File: src/rtl/tth_pkg.sv
// Shared constants and types for the Toeplitz tuple hash.
// No dependencies; used by tth_fold and toeplitz_tuple_hash.
package tth_pkg;

   localparam int unsigned KeyWords   = 4;
   localparam int unsigned KeyBits    = 32 * KeyWords;
   localparam int unsigned TupleBits  = 96;
   localparam int unsigned HashBits   = 16;
   localparam int unsigned GroupBits  = 16;
   localparam int unsigned Groups     = TupleBits / GroupBits;
   // key bits touched by one group: GroupBits windows of HashBits, overlapping
   localparam int unsigned SliceBits  = GroupBits + HashBits - 1;
   localparam int unsigned CsrIdxBits = 8;

   typedef logic [31:0]            key_word_type;
   typedef logic [HashBits-1:0]    hash_type;
   typedef logic [GroupBits-1:0]   group_type;
   typedef logic [SliceBits-1:0]   slice_type;
   typedef logic [CsrIdxBits-1:0]  csr_idx_type;

   typedef enum logic [CsrIdxBits-1:0] {
      REG_KEY_WORD_0 = 8'd0,
      REG_KEY_WORD_1 = 8'd1,
      REG_KEY_WORD_2 = 8'd2,
      REG_KEY_WORD_3 = 8'd3
   } csr_reg_type;

   localparam key_word_type KeyWord0Rst = 32'h6d5a56da;
   localparam key_word_type KeyWord1Rst = 32'h255b0ec2;
   localparam key_word_type KeyWord2Rst = 32'h4167253d;
   localparam key_word_type KeyWord3Rst = 32'h43a38fb0;

endpackage

File: src/rtl/tth_fold.sv
// Folds one 16-bit group of tuple bits against its key slice into a
// 16-bit partial hash. Pure XOR network; depends on tth_pkg.
module tth_fold (
   input  tth_pkg::group_type grp,   // grp[15] is the first tuple bit of the group
   input  tth_pkg::slice_type slice, // key bits, highest index = earliest key bit
   output tth_pkg::hash_type  part
);

   tth_pkg::hash_type  terms [tth_pkg::GroupBits];
   tth_pkg::group_type col   [tth_pkg::HashBits];

   // tuple bit j of the group selects the window slice[30-j : 15-j]
   always_comb begin
      for (int j = 0; j < tth_pkg::GroupBits; j++) begin
         terms[j] = slice[tth_pkg::SliceBits-1-j -: tth_pkg::HashBits]
                    & {tth_pkg::HashBits{grp[tth_pkg::GroupBits-1-j]}};
      end
   end

   always_comb begin
      for (int b = 0; b < tth_pkg::HashBits; b++) begin
         for (int j = 0; j < tth_pkg::GroupBits; j++) begin
            col[b][j] = terms[j][b];
         end
      end
   end

   always_comb begin
      for (int b = 0; b < tth_pkg::HashBits; b++) begin
         part[b] = ^col[b];
      end
   end

endmodule

File: src/rtl/toeplitz_tuple_hash.sv
// Toeplitz receive-side hash of an IPv4 4-tuple, low 16 bits out.
// Throughput: one item per cycle.
// Stages: input register, six 16-bit group folds, final 6-way XOR.
// busy never rises; the result strobe cannot be held off and needs no hold.
// Synchronous reset clears the pipeline valids and loads the default key.
// Depends on tth_pkg and tth_fold.
module toeplitz_tuple_hash (
   input  logic                       clock,
   input  logic                       reset,

   input  logic                       start,
   output logic                       busy,
   input  logic [31:0]                req_src_addr,
   input  logic [31:0]                req_dst_addr,
   input  logic [15:0]                req_src_port,
   input  logic [15:0]                req_dst_port,

   output logic                       rsp_strobe,
   output logic [15:0]                rsp_flow_hash,

   input  logic                       csr_valid,
   output logic                       csr_ready,
   input  tth_pkg::csr_idx_type       csr_index,
   input  logic [31:0]                csr_wdata
);

   tth_pkg::key_word_type key_ff [tth_pkg::KeyWords];
   logic [tth_pkg::KeyBits-1:0]   key_all;

   logic                          valid_s1_ff;
   logic [tth_pkg::TupleBits-1:0] tuple_s1_ff;
   logic                          valid_s2_ff;
   tth_pkg::hash_type             part_s2_ff [tth_pkg::Groups];
   tth_pkg::hash_type             part_s2_in [tth_pkg::Groups];
   logic                          strobe_s3_ff;
   tth_pkg::hash_type             hash_s3_ff;
   tth_pkg::hash_type             hash_s3_in;
   logic                          accept;
   logic                          csr_wr;

   assign busy      = 1'b0;
   assign csr_ready = 1'b1;
   assign accept    = start && !busy;
   assign csr_wr    = csr_valid && csr_ready;

   // ---- key registers ----
   always_ff @(posedge clock) begin
      if (reset) begin
         key_ff[0] <= tth_pkg::KeyWord0Rst;
         key_ff[1] <= tth_pkg::KeyWord1Rst;
         key_ff[2] <= tth_pkg::KeyWord2Rst;
         key_ff[3] <= tth_pkg::KeyWord3Rst;
      end else if (csr_wr) begin
         case (csr_index)
            tth_pkg::REG_KEY_WORD_0: key_ff[0] <= csr_wdata;
            tth_pkg::REG_KEY_WORD_1: key_ff[1] <= csr_wdata;
            tth_pkg::REG_KEY_WORD_2: key_ff[2] <= csr_wdata;
            tth_pkg::REG_KEY_WORD_3: key_ff[3] <= csr_wdata;
            default: ;
         endcase
      end
   end

   // key bit 0 lands in key_all[127]
   assign key_all = {key_ff[0], key_ff[1], key_ff[2], key_ff[3]};

   // ---- stage 1: capture tuple, first wire bit at the top ----
   always_ff @(posedge clock) begin
      if (reset) begin
         valid_s1_ff <= 1'b0;
      end else begin
         valid_s1_ff <= accept;
      end
   end

   always_ff @(posedge clock) begin
      if (accept) begin
         tuple_s1_ff <= {req_src_addr, req_dst_addr, req_src_port, req_dst_port};
      end
   end

   // ---- stage 2: group folds ----
   // group g covers tuple bits 16g..16g+15; their low-16 windows span
   // key bits 16g+16 .. 16g+46, i.e. key_all[111-16g -: 31]
   for (genvar g = 0; g < tth_pkg::Groups; g++) begin : g_fold
      tth_fold u_fold (
         .grp   (tuple_s1_ff[tth_pkg::TupleBits-1-g*tth_pkg::GroupBits
                             -: tth_pkg::GroupBits]),
         .slice (key_all[tth_pkg::KeyBits-1-tth_pkg::HashBits-g*tth_pkg::GroupBits
                         -: tth_pkg::SliceBits]),
         .part  (part_s2_in[g])
      );
   end

   always_ff @(posedge clock) begin
      if (reset) begin
         valid_s2_ff <= 1'b0;
      end else begin
         valid_s2_ff <= valid_s1_ff;
      end
   end

   always_ff @(posedge clock) begin
      if (valid_s1_ff) begin
         part_s2_ff <= part_s2_in;
      end
   end

   // ---- stage 3: combine partials ----
   always_comb begin
      hash_s3_in = '0;
      for (int g = 0; g < tth_pkg::Groups; g++) begin
         hash_s3_in = hash_s3_in ^ part_s2_ff[g];
      end
   end

   always_ff @(posedge clock) begin
      if (reset) begin
         strobe_s3_ff <= 1'b0;
      end else begin
         strobe_s3_ff <= valid_s2_ff;
      end
   end

   always_ff @(posedge clock) begin
      if (valid_s2_ff) begin
         hash_s3_ff <= hash_s3_in;
      end
   end

   assign rsp_strobe    = strobe_s3_ff;
   assign rsp_flow_hash = hash_s3_ff;

   // ---- assertions ----
   a_latency: assert property (@(posedge clock) disable iff (reset)
      accept |-> ##3 rsp_strobe)
      else $error("accepted item did not produce a result after 3 cycles");

   a_no_phantom: assert property (@(posedge clock) disable iff (reset)
      rsp_strobe |-> $past(valid_s1_ff, 2))
      else $error("result strobe without a matching stage-1 item");

   a_zero_tuple: assert property (@(posedge clock) disable iff (reset)
      (valid_s1_ff && tuple_s1_ff == '0 && !csr_wr) |=> ##1 (hash_s3_ff == '0))
      else $error("all-zero tuple gave nonzero hash");

   a_bad_index: assert property (@(posedge clock) disable iff (reset)
      (csr_wr && csr_index != tth_pkg::REG_KEY_WORD_0
              && csr_index != tth_pkg::REG_KEY_WORD_1
              && csr_index != tth_pkg::REG_KEY_WORD_2
              && csr_index != tth_pkg::REG_KEY_WORD_3)
      |=> (key_all == $past(key_all)))
      else $error("write to unknown register changed the key");

endmodule

File: config.mk
export PLATFORM = sky130hd
export DESIGN_NAME = toeplitz_tuple_hash
export DESIGN_NICKNAME = d
export VERILOG_FILES = /design/src/rtl/tth_pkg.sv /design/src/rtl/tth_fold.sv /design/src/rtl/toeplitz_tuple_hash.sv
export SDC_FILE = /design/constraint.sdc
export NUM_CORES = 2
export LEC_CHECK = 0
export ABC_AREA = 1
export BUFFER_PORTS_ARGS = -buffer_cell sky130_fd_sc_hd__buf_2
export CAP_MARGIN = 20
export CELL_PAD_IN_SITES_DETAIL_PLACEMENT = 0
export CELL_PAD_IN_SITES_GLOBAL_PLACEMENT = 1
export CORE_MARGIN = 5
export CORE_UTILIZATION = 40
export DETAILED_ROUTE_END_ITERATION = 8
export PLACE_DENSITY = 0.88
export SLEW_MARGIN = 5
export SYNTH_ARGS = -nofsm -noshare
export SYNTH_HDL_FRONTEND = slang
export SYNTH_HIERARCHICAL = 1
export SYNTH_SLANG_ARGS = --single-unit
File: constraint.sdc
create_clock -name clock -period 6.5 [get_ports clock]
set_input_delay 0 -clock clock [delete_from_list [all_inputs] [get_ports clock]]
set_output_delay 0 -clock clock [all_outputs]
set_load 0.01 [all_outputs]
Word level (Yosys, flattened, before mapping)
Memories as Yosys holds them, arrays and structs flattened.
Index checks and enable logic that the tools add are counted.
{"block": "op_classes", "n_reduce_logical": 97, "n_mul": 0, "n_mux": 22, "magnitude_cmp": 0, "bitwise": 105, "shifts": 0, "eq_ne": 3, "add_sub_neg": 0, "div_mod_pow": 0}
{"operator": "$and A16 B16 Y16", "n": 96}
{"operator": "$reduce_xor A16 Y1", "n": 96}
{"operator": "$mux W32", "n": 4}
{"operator": "$xor A16 B16 Y16", "n": 5}
{"operator": "$mux W1", "n": 18}
{"operator": "$eq A8 B2 Y1 const B", "n": 2}
{"operator": "$eq A8 B1 Y1 const B", "n": 1}
{"operator": "$logic_not A8 Y1", "n": 1}
{"operator": "$or A1 B1 Y1", "n": 4}
{"block": "word_totals", "out_inout_bits": 19, "latchBits": 0, "in_bits": 140, "n_memories": 1, "mem_bits_rw": 128, "reg_bits": 211, "mem_bits_ro": 0, "wordCells": 239}
{"memory": "key_ff", "words": 4, "width": 32, "rd": 4, "rd_ports_with_merged_regs": 0, "wr": 4, "line_no": "toeplitz_tuple_hash.sv:27", "rtl": "tth_pkg::key_word_type key_ff [tth_pkg::KeyWords];"}

Longest topological paths before layout
{"block": "logic_depth", "depth_word": 6, "ltp_mapped": 13, "mapped_depth_nobuf": 11}

Hierarchy
The synthesis kept the hierarchy.
{"module": "tth_fold", "n_inst": 6, "seq_area_each_um2": 0.0, "cells_per_inst": 1721, "area_each_um2": 7126.8}
{"module": "toeplitz_tuple_hash", "n_inst": 1, "seq_area_each_um2": 9639.2, "cells_per_inst": 914, "area_each_um2": 12320.6}

Worst setup path after synthesis
No wires, ideal clock.
{"block": "synth_path", "path_type": "reg-to-reg", "start": "register valid_s1_ff", "end": "register part_s2_ff[0] in the netlist's numbering (enable)", "synth_period_minus_slack_ns": 2.851, "arrival_time_ns": 2.388, "path_stages_with_launch": 1, "path_buffers": 0, "required_time_ns": 6.037, "setup_slack_ns": 3.649, "setup_ns": 0.463, "path_cell_list": "dfxtp_1"}
{"item": "start, declared", "line_no": "toeplitz_tuple_hash.sv:30", "rtl": "logic valid_s1_ff;"}
{"item": "start signal, assigned", "line_no": "toeplitz_tuple_hash.sv:72", "rtl": "valid_s1_ff <= accept;"}
{"item": "end signal, assigned", "line_no": "toeplitz_tuple_hash.sv:105", "rtl": "part_s2_ff <= part_s2_in;"}
{"item": "end, declared", "line_no": "toeplitz_tuple_hash.sv:33", "rtl": "tth_pkg::hash_type part_s2_ff [tth_pkg::Groups];"}
No word-level cell between the ends.

==> flow_summary.toml <==
[worst_setup_path]
worst_setup_path_start_kind = "input port"
setup.reg_to_reg.worst_slack_ns = 4.00
cpPeakStageDelay_ns = 1.09
crit_slowest_cell = "sky130_fd_sc_hd__dlygate4sd3_1"
worst_ep_required_time_ns = 6.93
worst-setup-path-type = "in -> reg"
setup.worst_path.end_class = "flip-flop"
cell_type_with_the_highest_occurrence_count_on_the_critical_path = "sky130_fd_sc_hd__dlygate4sd3_1"
timing.critical_path.fanout_max = 21
critical_path_buf_inv_count = 6
crit_chain = "dlygate4sd3_1, buf_2, nor2_1, dlygate4sd3_1, nand2_2, dlygate4sd3_1, nor2_8, dlygate4sd3_1, nand4_1, dlygate4sd3_1"
endpoint_arrival_time_on_the_critical_path_ns = 4.30
critPathTopFamily = "buffers and inverters"

[yosys]
ys.warnings.count = 6
synth.lib_cells_used.distinct = 23
post-synth-top-area-cell = "sky130_fd_sc_hd__nand2_1"
synth_top_cell_area_share_pct = 55.8
syn-cell-area_um2 = 55100
syn_area_per_cell_um2 = 4.90
synthCells = 11200
ys_top_cells_by_area = "sky130_fd_sc_hd__nand2_1 56%, sky130_fd_sc_hd__edfxtp_1 17%, sky130_fd_sc_hd__inv_1 8.6%"
synth_edf_count = 319
synth_async_reset_ratio_pct = 0
number_of_synthesized_register_bits = 322
synthFlopType = "sky130_fd_sc_hd__edfxtp_1"
syn_nets = 11400
synth-seq-area-share_pct = 17.5

[sta]
fin_crit_ns = 3.87
whs_ns = 0.0441
totalNegativeSetupSlack_ns = 0
max-slew-margin-rel_pct = 22.8
timing.final.setup_violations = 0
fin_crit_sh_pct = 59.6
max_freq_mhz = 258
rsz0062_at_grt = "no"
worst-slew-pin-transition_ns = 1.16
hold_viol = 0
final-max-slew-violation-count = 0
crit_path_setup_slack_layout_ns = 2.63
finClkSkew_ns = 0.0456

[clocking]
max-clock-path-buffers = 3
clockRootBuffer = "sky130_fd_sc_hd__clkbuf_16"
tritoncts = "yes"
clock_sink_count = 322
worst_setup_hold_path_clk_slew_ns = 0.07
cts_inserted_buffers = 46
cts.repair.resized = 0
clk_latency_ns = 0.68
cts_max_level = 2

[floorplan]
die_w_um = 381
placeableCoreArea_um2 = 137000
num_rows = 136
ioPinCount = 159
full_die_area_um2 = 145000
start_util_pct = 40.2
die_y_um = 381

[routing]
detail_route.iter0.violations = 5531
drt_via_density = 4.93
remaining_drc_errors = 0
final_antenna_net_count = 0
wirelength_mm = 194
routed-via-count = 64400
firstDrtPassIters = 7
avgRoutedWirePerCell_um = 14.9

[grt]
number_of_global_route_vias_before_repair = 58000
groute.usage.overall_pct = 25.7
grt_start_max_net_pins = 56
grt_first_pass_wirelength_mm = 301
antenna_found_initial = 15
global_route.overflow_total = 0

[placed_design]
gp_congestion = 0.867
place.detailed.instances = 12800
dp_hpwl_mm = 139
placement.cell_area_um2 = 55600
buffer_ports.inserted = 156
dp_worst_setup_slack_ns = 4.06

[finish]
n_antenna_cell = 0
areaGrowthSynthToFinish_pct = 6.65
finish.instance_area_um2 = 58700
layout-drive-gt1-share_pct = 3.13
finish.net_count = 11400
finish.cell_count_without_fillers = 13100
total_area_of_multi_input_combinational_cells_um2 = 37900
n_fill_cell = 14500
regArea_um2 = 9640

[power_and_ir_drop]
peakVddDrop_uv = 202
total_leakage_power_nw = 39.3
power-per-cell-area_nw_per_um2 = 184

[flow_run]
maxCapViolations = 0

[worst_hold_path]
hold_path_class = "in -> reg"

[outcome]
status = "finished clean"
-- layout by cell type, fill, tap and decap left out, drive strengths merged, types with 3 or more instances in the layout --
cell type	n
nor2	151
clkinv	26
dlygate4sd3	155
nand3b	15
dfxtp	3
xnor2	237
bufinv	7
buf	173
nand2	8223
edfxtp	319
inv	1306
nand4	125
clkbuf	50
xor2	223
nand3	249
clkinvlp	3
-- per-stage QoR --
stage | power, mW | utilization, %
5_1_grt | 11.7 | 42.8
2_1_floorplan | 6.64 | -
3_3_place_gp | 7.70 | 40.5
4_1_cts | 10.8 | 42.8
6_report | 10.8 | 42.8
3_5_place_dp | 7.86 | 40.5
-- cell usage after synthesis, types with 3 or more instances --
cell,count
sky130_fd_sc_hd__nor2_2,23
sky130_fd_sc_hd__nand2_2,33
sky130_fd_sc_hd__xnor2_2,6
sky130_fd_sc_hd__nand2_1,8190
sky130_fd_sc_hd__xnor2_1,231
sky130_fd_sc_hd__nand4_1,125
sky130_fd_sc_hd__nand3_4,3
sky130_fd_sc_hd__buf_2,173
sky130_fd_sc_hd__nand3b_1,15
sky130_fd_sc_hd__clkbuf_1,5
sky130_fd_sc_hd__buf_6,63
sky130_fd_sc_hd__edfxtp_1,319
sky130_fd_sc_hd__inv_1,1262
sky130_fd_sc_hd__inv_2,37
sky130_fd_sc_hd__buf_4,140
sky130_fd_sc_hd__nand3_1,246
sky130_fd_sc_hd__clkinv_1,7
sky130_fd_sc_hd__xor2_1,223
sky130_fd_sc_hd__nor2_1,126
sky130_fd_sc_hd__clkbuf_2,6
sky130_fd_sc_hd__dfxtp_1,3
-- layout make-up --
cell class                      count  area share, %
Sequential cell                   322           16.4
Clock inverter                     36          0.707
Timing Repair Buffer              328           4.23
Multi-Input combinational cell   9225           64.5
Clock buffer                       50           2.02
Tap cell                         1794           3.82
Inverter                         1306           8.35
-- path summary, 6_finish.rpt --
kind	startpoint	endpoint	depth (start not counted)
worst min-delay path	req_src_port[13]	tuple_s1_ff[29]$_DFFE_PP_	2
worst min register to register	valid_s2_ff$_SDFF_PP0_	rsp_strobe$_SDFF_PP0_	2
worst max register to register	valid_s1_ff$_SDFF_PP0_	part_s2_ff[10]$_DFFE_PP_	1
worst max-delay path	csr_index[5]	key_ff[1][17]$_SDFFCE_PN1P_	10
-- report_power, final --
group	internal (mW)	switching, mW	leakage (nW)
clock	1.61	1.21	0.777
combinational	1.59	3.08	35.5
sequential	2.55	0.770	3.04
total	5.76	5.06	39.3
-- per-layer routing --
| layer | routed length [um] | vias to the layer above | global-route usage [%] | part of all wire (%) |
|---|---|---|---|---|
| met4 | 7610 | 2 | 9.72 | 3.9 |
| met2 | 86200 | 2230 | 43.2 | 44 |
| met3 | 17600 | 382 | 4.48 | 9.0 |
| met1 | 82700 | 28600 | 33.0 | 43 |
| li1 | - | 33200 | - | - |
| met5 | 13 | - | 0 | 0.0067 |
-- registers in the layout, summed over array words and instances, names as in the netlist --
signal / cells
key_ff: 111
part_s2_ff: 96
rsp_flow_hash: 16
rsp_strobe: 1
tuple_s1_ff: 96
valid_s1_ff: 1
valid_s2_ff: 1
-- timing repair --
item                                    in CTS  in global routing
hold endpoints to repair                   249                  0
hold buffers                               155                  0
setup buffers                                0                  0
endpoints found under the setup margin       0                  0
-- cell families (layout without fill, tap and decap cells) --
group / Yosys count / count (layout) / share of synthesized area [%]
xor gates and xnor gates: 460 / 460 / 7.40
buffers and inverters: 1693 / 1720 / 13.8
and+or+nand+nor: 8763 / 8763 / 61.3
other: 2 / 2 / 0.0136
DFF: 322 / 322 / 17.5
(Power assumes the default switching activity.)
